File: src/hw/rtl/cms_pkg.sv
// ============================================================================
// cms_pkg: shared types and constants for the completion match scorer
// Holds the transaction payload structs, opcodes, modes, scoring constants and the case-fold and boundary helpers.
// ============================================================================
package cms_pkg;

    localparam int MAX_QUERY_DEF = 32;
    localparam int MAX_LABEL_DEF = 64;

    localparam logic [1:0] OP_CLEAR  = 2'd0;
    localparam logic [1:0] OP_APPEND = 2'd1;
    localparam logic [1:0] OP_LABEL  = 2'd2;
    localparam logic [1:0] OP_END    = 2'd3;

    localparam logic [1:0] MODE_PREFIX = 2'd0;
    localparam logic [1:0] MODE_SUBSEQ = 2'd1;
    localparam logic [1:0] MODE_FUZZY  = 2'd2;

    localparam logic [10:0] SCORE_CAP = 11'd2047;

    typedef struct packed {
        logic [1:0] opcode;
        logic [7:0] char_code;
    } in_item_t;

    typedef struct packed {
        logic signed [11:0] score;
        logic               truncated;
    } out_item_t;

    function automatic logic [7:0] fold(input logic [7:0] c);
        logic [7:0] r;
        r = c;
        if (c >= 8'h41 && c <= 8'h5A) r = c + 8'd32;
        return r;
    endfunction

    function automatic logic is_boundary(input logic [7:0] p, input logic [7:0] c);
        logic b;
        b = (p == 8'h00) || (p == 8'h5F) || (p == 8'h3A) || (p == 8'h2E)
            || (p == 8'h2D) || (p == 8'h20)
            || ((p >= 8'h61 && p <= 8'h7A) && (c >= 8'h41 && c <= 8'h5A));
        return b;
    endfunction

endpackage

File: src/hw/rtl/cms_ram.sv
// ============================================================================
// cms_ram: generic single-write, single-read synchronous RAM
// One write port and one read port with the read data registered.
// ============================================================================
module cms_ram #(
    parameter int WIDTH = 8,
    parameter int DEPTH = 32
) (
    input  logic                     clk,
    input  logic                     we,
    input  logic [$clog2(DEPTH)-1:0] waddr,
    input  logic [WIDTH-1:0]         wdata,
    input  logic [$clog2(DEPTH)-1:0] raddr,
    output logic [WIDTH-1:0]         rdata
);

    logic [WIDTH-1:0] mem [DEPTH];
    logic [WIDTH-1:0] rdata_reg;

    always_ff @(posedge clk)
    begin
        if (we)
        begin
            mem[waddr] <= wdata;
        end
        rdata_reg <= mem[raddr];
    end

    assign rdata = rdata_reg;

endmodule

File: src/hw/rtl/cms_lane_unit.sv
// ============================================================================
// cms_lane_unit: one scan lane step
// Given a lane's state, the query character it waits for and the label
// character, computes the lane's next index, score and adjacency.
// ============================================================================
module cms_lane_unit #(
    parameter int QW = 6,
    parameter int PW = 7
) (
    input  logic [QW-1:0] ni,
    input  logic [10:0]   lscore,
    input  logic          adj,
    input  logic          active,
    input  logic [7:0]    c,
    input  logic [7:0]    n,
    input  logic [7:0]    prev,
    input  logic [PW-1:0] li,
    output logic [QW-1:0] ni_next,
    output logic [10:0]   lscore_next,
    output logic          adj_next
);

    logic [5:0]  add;
    logic [11:0] sum;
    logic        hit;

    always_comb
    begin
        hit = (cms_pkg::fold(c) == cms_pkg::fold(n));
        add = 6'd10;
        if (adj) add = add + 6'd8;
        if (cms_pkg::is_boundary(prev, c)) add = add + 6'd12;
        if (li < PW'(4)) add = add + {2'b00, 3'd4 - li[2:0], 1'b0};
        if (c == n) add = add + 6'd1;
        sum = {1'b0, lscore} + {6'd0, add};
        ni_next = ni;
        lscore_next = lscore;
        adj_next = adj;
        if (active)
        begin
            if (hit)
            begin
                ni_next = ni + QW'(1);
                lscore_next = sum[11] ? cms_pkg::SCORE_CAP : sum[10:0];
                adj_next = 1'b1;
            end
            else
            begin
                adj_next = 1'b0;
            end
        end
    end

endmodule

File: src/hw/rtl/completion_match_scorer.sv
// ============================================================================
// completion_match_scorer: query-based completion label scorer
// Scores streamed labels against a stored query in prefix, subsequence or
// one-skip fuzzy mode, with lane state kept in a synchronous memory.
// ============================================================================
// Channel | Direction | Handshake        | Payload
// in      | input     | in_valid/ready   | opcode, char_code
// out     | output    | out_valid/ready  | score, truncated
// cfg     | input     | cfg_we (no wait) | match_mode
//
// For a label character, each lane in turn is read, its query byte fetched and
// the lane written back, after the accept step and before a prefix step. A label
// end reads and reduces each lane in turn, forms the result in a result step and
// then sweeps all lanes clear. Query clears and appends run that clear sweep
// after the accept; a label character past capacity is only accepted. After
// reset a clearing pass over all lanes runs before the first transaction is
// taken. The result register waits for out_ready; input is still accepted, and
// only the next label end holds in its result step until the register is free.
module completion_match_scorer #(
    parameter int MAX_QUERY = cms_pkg::MAX_QUERY_DEF,
    parameter int MAX_LABEL = cms_pkg::MAX_LABEL_DEF
) (
    input  logic                clk,
    input  logic                rst_n,
    input  logic                in_valid,
    output logic                in_ready,
    input  cms_pkg::in_item_t   in_data,
    output logic                out_valid,
    input  logic                out_ready,
    output cms_pkg::out_item_t  out_data,
    input  logic                cfg_we,
    input  logic [1:0]          cfg_data
);

    localparam int LANES = MAX_QUERY + 1;
    localparam int LW = $clog2(LANES);
    localparam int QW = $clog2(MAX_QUERY + 1);
    localparam int QA = $clog2(MAX_QUERY);
    localparam int PW = $clog2(MAX_LABEL + 1);
    localparam int LSW = QW + 11 + 1;

    typedef enum logic [5:0] {
        S_IDLE  = 6'b000001,
        S_CLEAR = 6'b000010,
        S_RD    = 6'b000100,
        S_QRD   = 6'b001000,
        S_WR    = 6'b010000,
        S_DONE  = 6'b100000
    } state_t;

    state_t state_reg, state_next;
    logic [1:0]    mode_reg;
    logic [QW-1:0] qlen_reg, qlen_next;
    logic [PW-1:0] pos_reg, pos_next;
    logic [7:0]    prev_reg, prev_next;
    logic          pok_reg, pok_next, pcase_reg, pcase_next;
    logic          ovf_reg, ovf_next, cut_reg, cut_next;
    logic [LW-1:0] lane_reg, lane_next;
    logic          is_end_reg, is_end_next;
    logic [7:0]    ch_reg, ch_next;
    logic [QW-1:0] src_reg, src_next;
    logic          act_reg, act_next;
    logic signed [12:0] best_reg, best_next;
    logic          ovalid_reg, ovalid_next;
    cms_pkg::out_item_t odata_reg, odata_next;

    // Lane memory: {index, score, adjacent}.
    logic            lm_we;
    logic [LW-1:0]   lm_waddr, lm_raddr;
    logic [LSW-1:0]  lm_wdata, lm_rdata;
    // Query memory.
    logic            qm_we;
    logic [QA-1:0]   qm_waddr, qm_raddr;
    logic [7:0]      qm_rdata;

    cms_ram #(.WIDTH(LSW), .DEPTH(LANES)) u_lane_ram (
        .clk(clk), .we(lm_we), .waddr(lm_waddr), .wdata(lm_wdata),
        .raddr(lm_raddr), .rdata(lm_rdata)
    );

    cms_ram #(.WIDTH(8), .DEPTH(MAX_QUERY)) u_query_ram (
        .clk(clk), .we(qm_we), .waddr(qm_waddr), .wdata(in_data.char_code),
        .raddr(qm_raddr), .rdata(qm_rdata)
    );

    logic [QW-1:0] l_ni, u_ni;
    logic [10:0]   l_sc, u_sc;
    logic          l_adj, u_adj;
    logic [QW-1:0] target;
    logic          is_full;
    logic [QW-1:0] src_c;

    assign l_ni  = lm_rdata[LSW-1 -: QW];
    assign l_sc  = lm_rdata[11:1];
    assign l_adj = lm_rdata[0];
    assign is_full = (lane_reg == LW'(MAX_QUERY));

    cms_lane_unit #(.QW(QW), .PW(PW)) u_lane (
        .ni(l_ni), .lscore(l_sc), .adj(l_adj), .active(act_reg),
        .c(ch_reg), .n(qm_rdata), .prev(prev_reg), .li(pos_reg),
        .ni_next(u_ni), .lscore_next(u_sc), .adj_next(u_adj)
    );

    // Lane result terms.
    logic signed [12:0] lane_res;
    logic [PW:0]        pen;
    logic signed [12:0] diff;

    always_comb
    begin
        target = is_full ? qlen_reg : (qlen_reg - QW'(1));
        src_c  = (!is_full && (l_ni >= QW'(lane_reg))) ? (l_ni + QW'(1)) : l_ni;
        pen    = (PW+1)'(({1'b0, pos_reg} - {1'b0, PW'(target)}) >> 2);
        diff   = $signed({2'b00, l_sc}) - $signed(13'(pen));
        if (l_ni != target) lane_res = -13'sd1;
        else if (diff < 0) lane_res = 13'sd0;
        else lane_res = diff;
    end

    assign in_ready  = (state_reg == S_IDLE);
    assign out_valid = ovalid_reg;
    assign out_data  = odata_reg;

    always_comb
    begin
        state_next = state_reg;
        qlen_next = qlen_reg;
        pos_next = pos_reg;
        prev_next = prev_reg;
        pok_next = pok_reg;
        pcase_next = pcase_reg;
        ovf_next = ovf_reg;
        cut_next = cut_reg;
        lane_next = lane_reg;
        is_end_next = is_end_reg;
        ch_next = ch_reg;
        src_next = src_reg;
        act_next = act_reg;
        best_next = best_reg;
        ovalid_next = ovalid_reg;
        odata_next = odata_reg;
        lm_we = 1'b0;
        lm_waddr = lane_reg;
        lm_wdata = '0;
        lm_raddr = lane_reg;
        qm_we = 1'b0;
        qm_waddr = QA'(qlen_reg);
        qm_raddr = QA'(src_reg);
        if (ovalid_reg && out_ready) ovalid_next = 1'b0;
        case (state_reg)
            S_IDLE:
            begin
                if (in_valid && in_ready)
                begin
                    ch_next = in_data.char_code;
                    lane_next = '0;
                    case (in_data.opcode)
                        cms_pkg::OP_CLEAR:
                        begin
                            qlen_next = '0;
                            ovf_next = 1'b0;
                            state_next = S_CLEAR;
                        end
                        cms_pkg::OP_APPEND:
                        begin
                            if (qlen_reg < QW'(MAX_QUERY))
                            begin
                                qm_we = 1'b1;
                                qlen_next = qlen_reg + QW'(1);
                            end
                            else
                            begin
                                ovf_next = 1'b1;
                            end
                            state_next = S_CLEAR;
                        end
                        cms_pkg::OP_LABEL:
                        begin
                            if (pos_reg >= PW'(MAX_LABEL))
                            begin
                                cut_next = 1'b1;
                            end
                            else
                            begin
                                is_end_next = 1'b0;
                                best_next = -13'sd1;
                                state_next = S_RD;
                            end
                        end
                        default:
                        begin
                            is_end_next = 1'b1;
                            best_next = -13'sd1;
                            state_next = S_RD;
                        end
                    endcase
                end
            end
            S_CLEAR:
            begin
                lm_we = 1'b1;
                lm_wdata = '0;
                if (lane_reg == LW'(MAX_QUERY))
                begin
                    pos_next = '0;
                    prev_next = '0;
                    pok_next = 1'b1;
                    pcase_next = 1'b1;
                    cut_next = 1'b0;
                    lane_next = '0;
                    state_next = S_IDLE;
                end
                else
                begin
                    lane_next = lane_reg + LW'(1);
                end
            end
            S_RD:
            begin
                // Lane memory read is issued here; data arrives in S_QRD.
                state_next = S_QRD;
            end
            S_QRD:
            begin
                src_next = src_c;
                act_next = (is_full || (QW'(lane_reg) < qlen_reg)) && (l_ni < target)
                           && (src_c < QW'(MAX_QUERY));
                if (is_end_reg)
                begin
                    if (!is_full && (QW'(lane_reg) < qlen_reg) && lane_res >= 0
                        && (lane_res - 13'sd50) > best_reg)
                    begin
                        best_next = lane_res - 13'sd50;
                    end
                    if (is_full) state_next = S_DONE;
                    else
                    begin
                        lane_next = lane_reg + LW'(1);
                        state_next = S_RD;
                    end
                end
                else
                begin
                    // Query byte read for this lane; lane data held in the RAM
                    // output register until written back.
                    qm_raddr = QA'(src_c);
                    state_next = S_WR;
                end
            end
            S_WR:
            begin
                lm_we = 1'b1;
                lm_wdata = {u_ni, u_sc, u_adj};
                if (is_full)
                begin
                    if (pos_reg < PW'(qlen_reg) && pos_reg < PW'(MAX_QUERY))
                    begin
                        qm_raddr = QA'(pos_reg);
                    end
                    lane_next = '0;
                    state_next = S_DONE;
                end
                else
                begin
                    lane_next = lane_reg + LW'(1);
                    state_next = S_RD;
                end
            end
            S_DONE:
            begin
                if (is_end_reg)
                begin
                    // The full-query lane stays on the memory output while
                    // the previous result is still waiting.
                    if (!ovalid_reg || out_ready)
                    begin
                        odata_next.truncated = ovf_reg || cut_reg;
                        case (mode_reg)
                            cms_pkg::MODE_PREFIX:
                            begin
                                if (qlen_reg == '0) odata_next.score = 12'sd0;
                                else if (pos_reg < PW'(qlen_reg) || !pok_reg)
                                    odata_next.score = -12'sd1;
                                else
                                    odata_next.score = 12'(13'sd1000
                                        + 13'(qlen_reg) * 13'sd10
                                        + (pcase_reg ? 13'sd50 : 13'sd0)
                                        + ((pos_reg == PW'(qlen_reg)) ? 13'sd100
                                                                     : 13'sd0));
                            end
                            cms_pkg::MODE_SUBSEQ:
                            begin
                                if (qlen_reg == '0) odata_next.score = 12'sd0;
                                else odata_next.score = 12'(lane_res);
                            end
                            cms_pkg::MODE_FUZZY:
                            begin
                                if (qlen_reg == '0) odata_next.score = 12'sd5;
                                else if (lane_res >= 0)
                                    odata_next.score = 12'(lane_res + 13'sd5);
                                else if (qlen_reg < QW'(3))
                                    odata_next.score = -12'sd1;
                                else odata_next.score = 12'(best_reg);
                            end
                            default: odata_next.score = -12'sd1;
                        endcase
                        ovalid_next = 1'b1;
                        lane_next = '0;
                        state_next = S_CLEAR;
                    end
                end
                else
                begin
                    // Query byte at pos_reg was read in S_WR for the prefix test.
                    if (pos_reg < PW'(qlen_reg) && pos_reg < PW'(MAX_QUERY))
                    begin
                        if (cms_pkg::fold(ch_reg) != cms_pkg::fold(qm_rdata))
                            pok_next = 1'b0;
                        if (ch_reg != qm_rdata) pcase_next = 1'b0;
                    end
                    prev_next = ch_reg;
                    pos_next = pos_reg + PW'(1);
                    state_next = S_IDLE;
                end
            end
            default:
            begin
                state_next = S_IDLE;
            end
        endcase
    end

    always_ff @(posedge clk or negedge rst_n)
    begin
        if (!rst_n)
        begin
            state_reg  <= S_CLEAR;
            mode_reg   <= cms_pkg::MODE_FUZZY;
            qlen_reg   <= '0;
            pos_reg    <= '0;
            prev_reg   <= '0;
            pok_reg    <= 1'b1;
            pcase_reg  <= 1'b1;
            ovf_reg    <= 1'b0;
            cut_reg    <= 1'b0;
            lane_reg   <= '0;
            is_end_reg <= 1'b0;
            act_reg    <= 1'b0;
            best_reg   <= -13'sd1;
            ovalid_reg <= 1'b0;
        end
        else
        begin
            state_reg  <= state_next;
            if (cfg_we) mode_reg <= cfg_data;
            qlen_reg   <= qlen_next;
            pos_reg    <= pos_next;
            prev_reg   <= prev_next;
            pok_reg    <= pok_next;
            pcase_reg  <= pcase_next;
            ovf_reg    <= ovf_next;
            cut_reg    <= cut_next;
            lane_reg   <= lane_next;
            is_end_reg <= is_end_next;
            act_reg    <= act_next;
            best_reg   <= best_next;
            ovalid_reg <= ovalid_next;
        end
    end

    always_ff @(posedge clk)
    begin
        ch_reg    <= ch_next;
        src_reg   <= src_next;
        odata_reg <= odata_next;
    end

endmodule

File: config.mk
export PLATFORM = sky130hd
export DESIGN_NAME = completion_match_scorer
export DESIGN_NICKNAME = d
export VERILOG_FILES = /design/src/hw/rtl/cms_pkg.sv /design/src/hw/rtl/cms_ram.sv /design/src/hw/rtl/cms_lane_unit.sv /design/src/hw/rtl/completion_match_scorer.sv
export SDC_FILE = /design/constraint.sdc
export NUM_CORES = 1
export LEC_CHECK = 0
export BUFFER_PORTS_ARGS = -buffer_cell sky130_fd_sc_hd__buf_2
export CAP_MARGIN = 40
export CORE_AREA = 2 2 343 345
export DETAILED_ROUTE_END_ITERATION = 12
export DIE_AREA = 0 0 345 347
export GPL_TIMING_DRIVEN = 0
export PLACE_DENSITY = 0.47
export SKIP_LAST_GASP = 1
export SYNTH_ARGS = -nofsm -noshare
export SYNTH_HDL_FRONTEND = slang
export SYNTH_SLANG_ARGS = --single-unit
File: constraint.sdc
create_clock -name clk -period 11.2 [get_ports clk]
set_input_delay 1.68 -clock clk [delete_from_list [all_inputs] [get_ports clk]]
set_output_delay 1.68 -clock clk [all_outputs]
set_load 0.01 [all_outputs]
* After elaboration in Yosys (flattened, before gate mapping)
Memory sizes are Yosys's and may differ from the RTL's. A register that Yosys moved wholly into a read port is not among the register bits. Cells that the tools add are included.
Word-level totals: register bits after elaboration 81, RAM bits 850, bits of input ports 17, output and inout port bits 15, logic and storage cells 248, memories kept 2
Operators by class: add/subtract/negate cells 19, $mul 1, $lt $le $gt $ge 19, equality and inequality tests 41, mux-type cells 98, bitwise operators 1, reductions and logical operators 49
Memory list:
- u_lane_ram.mem | words 33, width 18, read ports 1, clocked after Yosys merged registers in 1, wr ports 1, line cms_ram.sv:17 | logic [WIDTH-1:0] mem [DEPTH];
- u_query_ram.mem | words 32, width 8, read ports 1, clocked after Yosys merged registers in 1, wr ports 1, line cms_ram.sv:17
Operator list (count):
- $mux W6 | 22
- $mux W8 | 10
- $mux W13 | 6
- $mux W12 | 6
- $pmux W13 S2 | 2
- $pmux W12 S3 | 1
- $pmux W6 S6 | 1
- $mux W11 | 3
- $eq A8 B6 Y1 const B | 4
- $mux W1 | 28
- $ne A2 B2 Y1 const B | 14
- $add A11 B6 Y12 | 2
- $add A6 B1 Y6 const B | 4
- $ge A8 B7 Y1 const B | 3
- $le A8 B7 Y1 const B | 3
- $pmux W6 S2 | 2
- $pmux W6 S4 | 1
- $mux W7 | 3
- $mux W5 | 4
- $mux W18 | 1
- $add A8 B6 Y8 const B | 2
- $eq A8 B8 Y1 | 2
- $ne A8 B8 Y1 | 2
- $pmux W8 S2 | 1
- other kinds (54) | 101

* Logic depth before layout (Yosys ltp)
word-level depth 17, gate-level depth with buffers 34, depth with buffers taken out 31

* Hierarchy
A second synthesis with hierarchy kept.
Unflattened totals: cells, all modules 2746, area, all modules 42518.3 µm²
Modules (own cells, without submodules):
- cms_ram at u_lane_ram | instances 1, cells an instance 1276, area each 23749.0 µm², seq. area each 18197.5 µm²
- cms_ram at u_query_ram | instances 1, cells an instance 417, area each 10053.4 µm², seq. area each 7847.5 µm²
- completion_match_scorer | instances 1, cells an instance 876, area each 7418.4 µm², seq. area each 2178.3 µm²
- cms_lane_unit | instances 1, cells an instance 177, area each 1297.5 µm², seq. area each 0.0 µm²

* Worst setup path before layout
No wires, ideal clock.
kind reg-to-reg, from register lane_reg[0], to register best_reg[6], library setup time 0.083 ns, data arrival time 7.252 ns, data required time 11.117 ns, setup slack 3.864 ns, stages on the path, launching flop included 31, path buffers 3, clock period less this slack 7.336 ns, cells stage by stage dfrtp_1 -> clkbuf_1 -> inv_1 -> ha_1 -> nand2b_1 -> nor2_4 -> buf_6 -> a211oi_1 -> a21oi_1 -> o22a_1 -> maj3_2 -> maj3_2 -> maj3_2 -> maj3_2 -> or2_1 -> ha_1 -> o21a_1 -> o31a_1 -> nor3_1 -> mux2_2 -> nor4b_1 -> nand2_1 -> xor2_1 -> inv_1 -> ha_1 -> or4_1 -> a2111oi_0 -> nor4_4 -> a41o_1 -> buf_6 -> a41oi_1
On the way: longest elaborated chain between the ends 12, elaborated cells on any way between the ends 21, those cells by class add/sub (3); order compare (4); eq/ne (3); mux (6); reduce/logical (5)
RTL lines:
- from (decl) | line completion_match_scorer.sv:58 | logic [LW-1:0] lane_reg, lane_next;
- from (signal assigned) | line completion_match_scorer.sv:363 | lane_reg <= lane_next;
- $eq A6 B6 Y1 | line completion_match_scorer.sv:96 | assign is_full = (lane_reg == LW'(MAX_QUERY));
- $mux W6 | line completion_match_scorer.sv:111 | target = is_full ? qlen_reg : (qlen_reg - QW'(1));
- $sub A7 B6 Y8 | line completion_match_scorer.sv:113 | pen = (PW+1)'(({1'b0, pos_reg} - {1'b0, PW'(target)}) >> 2);
- $sub A11 B6 Y12 | line completion_match_scorer.sv:114 | diff = $signed({2'b00, l_sc}) - $signed(13'(pen));
- $lt A12 B1 Y1 | line completion_match_scorer.sv:116 | else if (diff < 0) lane_res = 13'sd0;
- $mux W13 | line completion_match_scorer.sv:116
- $mux W13 | line completion_match_scorer.sv:115 | if (l_ni != target) lane_res = -13'sd1;
- $sub A13 B7 Y13 / $ge A13 B1 Y1 (equally long branches) | line completion_match_scorer.sv:231, completion_match_scorer.sv:233, completion_match_scorer.sv:230
- $gt A13 B13 Y1 / $logic_and A1 B1 Y1 (equally long branches) | line completion_match_scorer.sv:231, completion_match_scorer.sv:230
- $logic_and A1 B1 Y1 | line completion_match_scorer.sv:231 | && (lane_res - 13'sd50) > best_reg)
- $ne A2 B2 Y1 (no source line)
- $reduce_and A6 Y1 (no source line)
- to (signal assigned) | line completion_match_scorer.sv:349 | best_reg <= -13'sd1;
- to (signal assigned) | line completion_match_scorer.sv:366 | best_reg <= best_next;
- to (decl) | line completion_match_scorer.sv:63 | logic signed [12:0] best_reg, best_next;
Parallel ways exist; a longest one is shown, timed or not. The select of a mux whose other input is x is not followed. A chain may end at the register's enable or synchronous reset.

* Final worst setup path
from register lane_reg[0], to register best_reg[0]
Same word-level chain as after synthesis.

==> metrics <==
clk_lat worst skew 0.72 ns; clock sink count 957; Starting Density 0.349; H-tree depth 3; CP Launch Type flip-flop; setup bufs post-CTS 0; register area approximately 28000 sq um; first-pass GRT wire length around 180 mm; GRT Total Usage 0.203; I/O pins 32; DP HPWL around 88 mm; vias per cell between 5 and 6; total power 10.2 mW; max-slew violations 0; Avg Cell Area, Syn 14.2 sq um; final worst-path cycle share 0.787; number of port buffers 31; max reg flops a little under 600; Clk pwr share 0.334; count of cell types in the netlist 99; final setup TNS 0 ns; largest net degree at the start of global routing 35; share of cells above drive strength 1 0.141; Worst Max-Slew Pin Slew 1.01 ns; clock skew approximately 0.086 ns; row cnt approximately 130; kind of critical path reg2reg; multi-input combinational cell area 11400 sq um; Worst setup EP type flip-flop; post-CTS sizing 0; Post-Place Cells 4509; Ys Warns 0; DRT iter0 DRCs between 2000 and 2500; Largest delay share family, worst path simple AND/OR/NAND/NOR gates; Min Clock Period, post-route approximately 9 ns; final setup fails 0; nets@finish 3197; P&R area growth vs syn 17.8%; Filler cells around 11000; Final Cell Area 47600 sq um; Clock Path Buffers 3; # DRC 0; Setup WS post-layout 2.38 ns; Slew HR 0.328; Data required, critical path about 12 ns; cts hold-fix bufs 0; vias in the first global route 25900; crit-path max FO 10; RSZ-0062 raised after global routing false; Sw Ratio 0.322; wire per inst about 26 um; Routability Congestion 0.863; fin cells 4699; Core ar. 116000 sq um; TritonCTS clock tree built; DR vias about 26000; Worst Path Buf+Inv 5; CTS root buffer clkbuf_16; static leakage 17.1 nW; register area share after synthesis 0.699; Net Sw Power 3.27 mW; critical path's slowest cell a2111oi_0; max-cap violations 0; syn_nets 2957; CP peak stage delay 0.84 ns; Fin. Hold Viols 0; pwr dens 214 nW/um^2; path type of the worst min-delay path reg2reg; Vert. Die Dim 347 um; WHS 0.471 ns; Max IR drop VDD 129 uV; count of flip-flops with a built-in enable after synthesis 876; first-pass detailed-route iteration total 6; Post-Route WL 124 mm; total CTS buffers 101; Int Pwr 6.89 mW; Die ar. 120000 sq um; fmax 0.113 GHz; top cell type's share of synthesized area 0.652; CP most frequent cell maj3_2; Worst-path clk slew about 0.060 ns; die width 345 um; Critical Path AT between 9 and 10 ns; grt total ovfl 0; Synth area leaders edfxtp_1 (65%), a22oi_1 (3.4%), ha_1 (2.7%); synthesized flop and latch total 957; dpl cell area between 40000 and 50000 sq um; ys flop type edfxtp_1; largest area contributor in the netlist edfxtp_1; pre-CTS worst setup slack about 2.5 ns; ys async rst share 0.0575; initial antenna violation count 2; Comb power frac 0.266; status completed; post-layout util 0.411; Synth Cell Area 40400 sq um; ANT nets after route 0; instance count of the mapped netlist between 2000 and 3000; part of the power in registers 0.400
[cells by family after synthesis]
kind of cell / Yosys count / synth area share
flops: 957 / 0.699
simple gates: 713 / 0.0861
compound gates: 716 / 0.128
mux: 54 / 0.0136
fa+ha+maj: 98 / 0.0311
buf+inv: 233 / 0.0244
xor+xnor: 77 / 0.0174
[path summary, 6_finish.rpt]
check,startpoint,end,slack [ns],depth (start not counted)
setup / recovery,lane_reg[0]$_DFFE_PN0P_,best_reg[0]$_DFFE_PN1P_,2.38,30
hold / removal,u_lane_ram.mem[32][7]$_DFFE_PP_,u_lane_ram.rdata[7]$_DFF_P_,0.47,2
setup reg to reg,lane_reg[0]$_DFFE_PN0P_,best_reg[0]$_DFFE_PN1P_,2.38,30
hold reg to reg,u_lane_ram.mem[32][7]$_DFFE_PP_,u_lane_ram.rdata[7]$_DFF_P_,0.47,2
max in group asynchronous,rst_n,best_reg[1]$_DFFE_PN1P_,9.50,2
min in group asynchronous,rst_n,mode_reg[0]$_DFFE_PN0P_,0.99,1
[worst min-delay path, cell delays in order, from the launching register on]
cell and delay, ns:
edfxtp_1 0.32, a21oi_1 0.06, o21ai_0 0.06
[layout by cell type, fill, tap and decap left out, types with 26 or more instances in the layout]
cell and n:
nand3_1 48, a32oi_1 35, a31oi_1 46, nand4_1 50, o21ai_0 75, a21oi_1 106, edfxtp_1 876, clkinv_1 30
a221oi_1 56, clkbuf_1 121, nor2_1 145, nor3_1 28, xor2_1 36, inv_1 74, xnor2_1 39, ha_1 87
clkbuf_16 102, buf_2 63, and3_1 34, a22oi_1 184, dfrtp_1 38, nand2_1 252, nor2_2 44, mux2i_1 47
buf_6 31, dfxtp_1 26, buf_8 54, a22o_1 59
[cell usage after synthesis (all sizes together) (46+ instances only)]
master and count:
edfxtp 876, nand2 253, nor2 191, a22oi 184, a21oi 108, clkbuf 101
o21ai 97, ha 87, inv 75, a22o 59, a221oi 56, buf 55
nand4 52, nand3 48, mux2i 47, a31oi 46
[per-layer routing]
metal,global-route usage,vias to the layer above,part of all wire
li1,-,11600,-
met1,0.271,13400,0.43
met2,0.337,892,0.48
met3,0.0345,187,0.060
met4,0.0661,4,0.031
met5,0,-,0.00013
[cell type report]
cell class              instances  share of cell area
multi-input cells            1658               0.241
inverters                      77             0.00613
repair buffers                137              0.0343
well taps                    1524              0.0401
clock buffers                 126              0.0562
flip-flops and latches        957               0.593
clock inverters                63              0.0145
plain buffers                 156              0.0145
diodes                          1           0.0000526
[power by group through the flow]
| stage | Sequential (mW) | Combinational [mW] | Clock [mW] |
|---|---|---|---|
| global route | 4.07 | 2.97 | 3.58 |
| detailed placement | 4.14 | 2.68 | 0 |
| CTS | 4.06 | 2.70 | 3.44 |
| global placement | 4.14 | 2.57 | 0 |
| floorplan | 4.10 | 1.78 | 0 |
| finish | 4.06 | 2.71 | 3.39 |
Note: power is estimated with default switching activity, not from simulation.
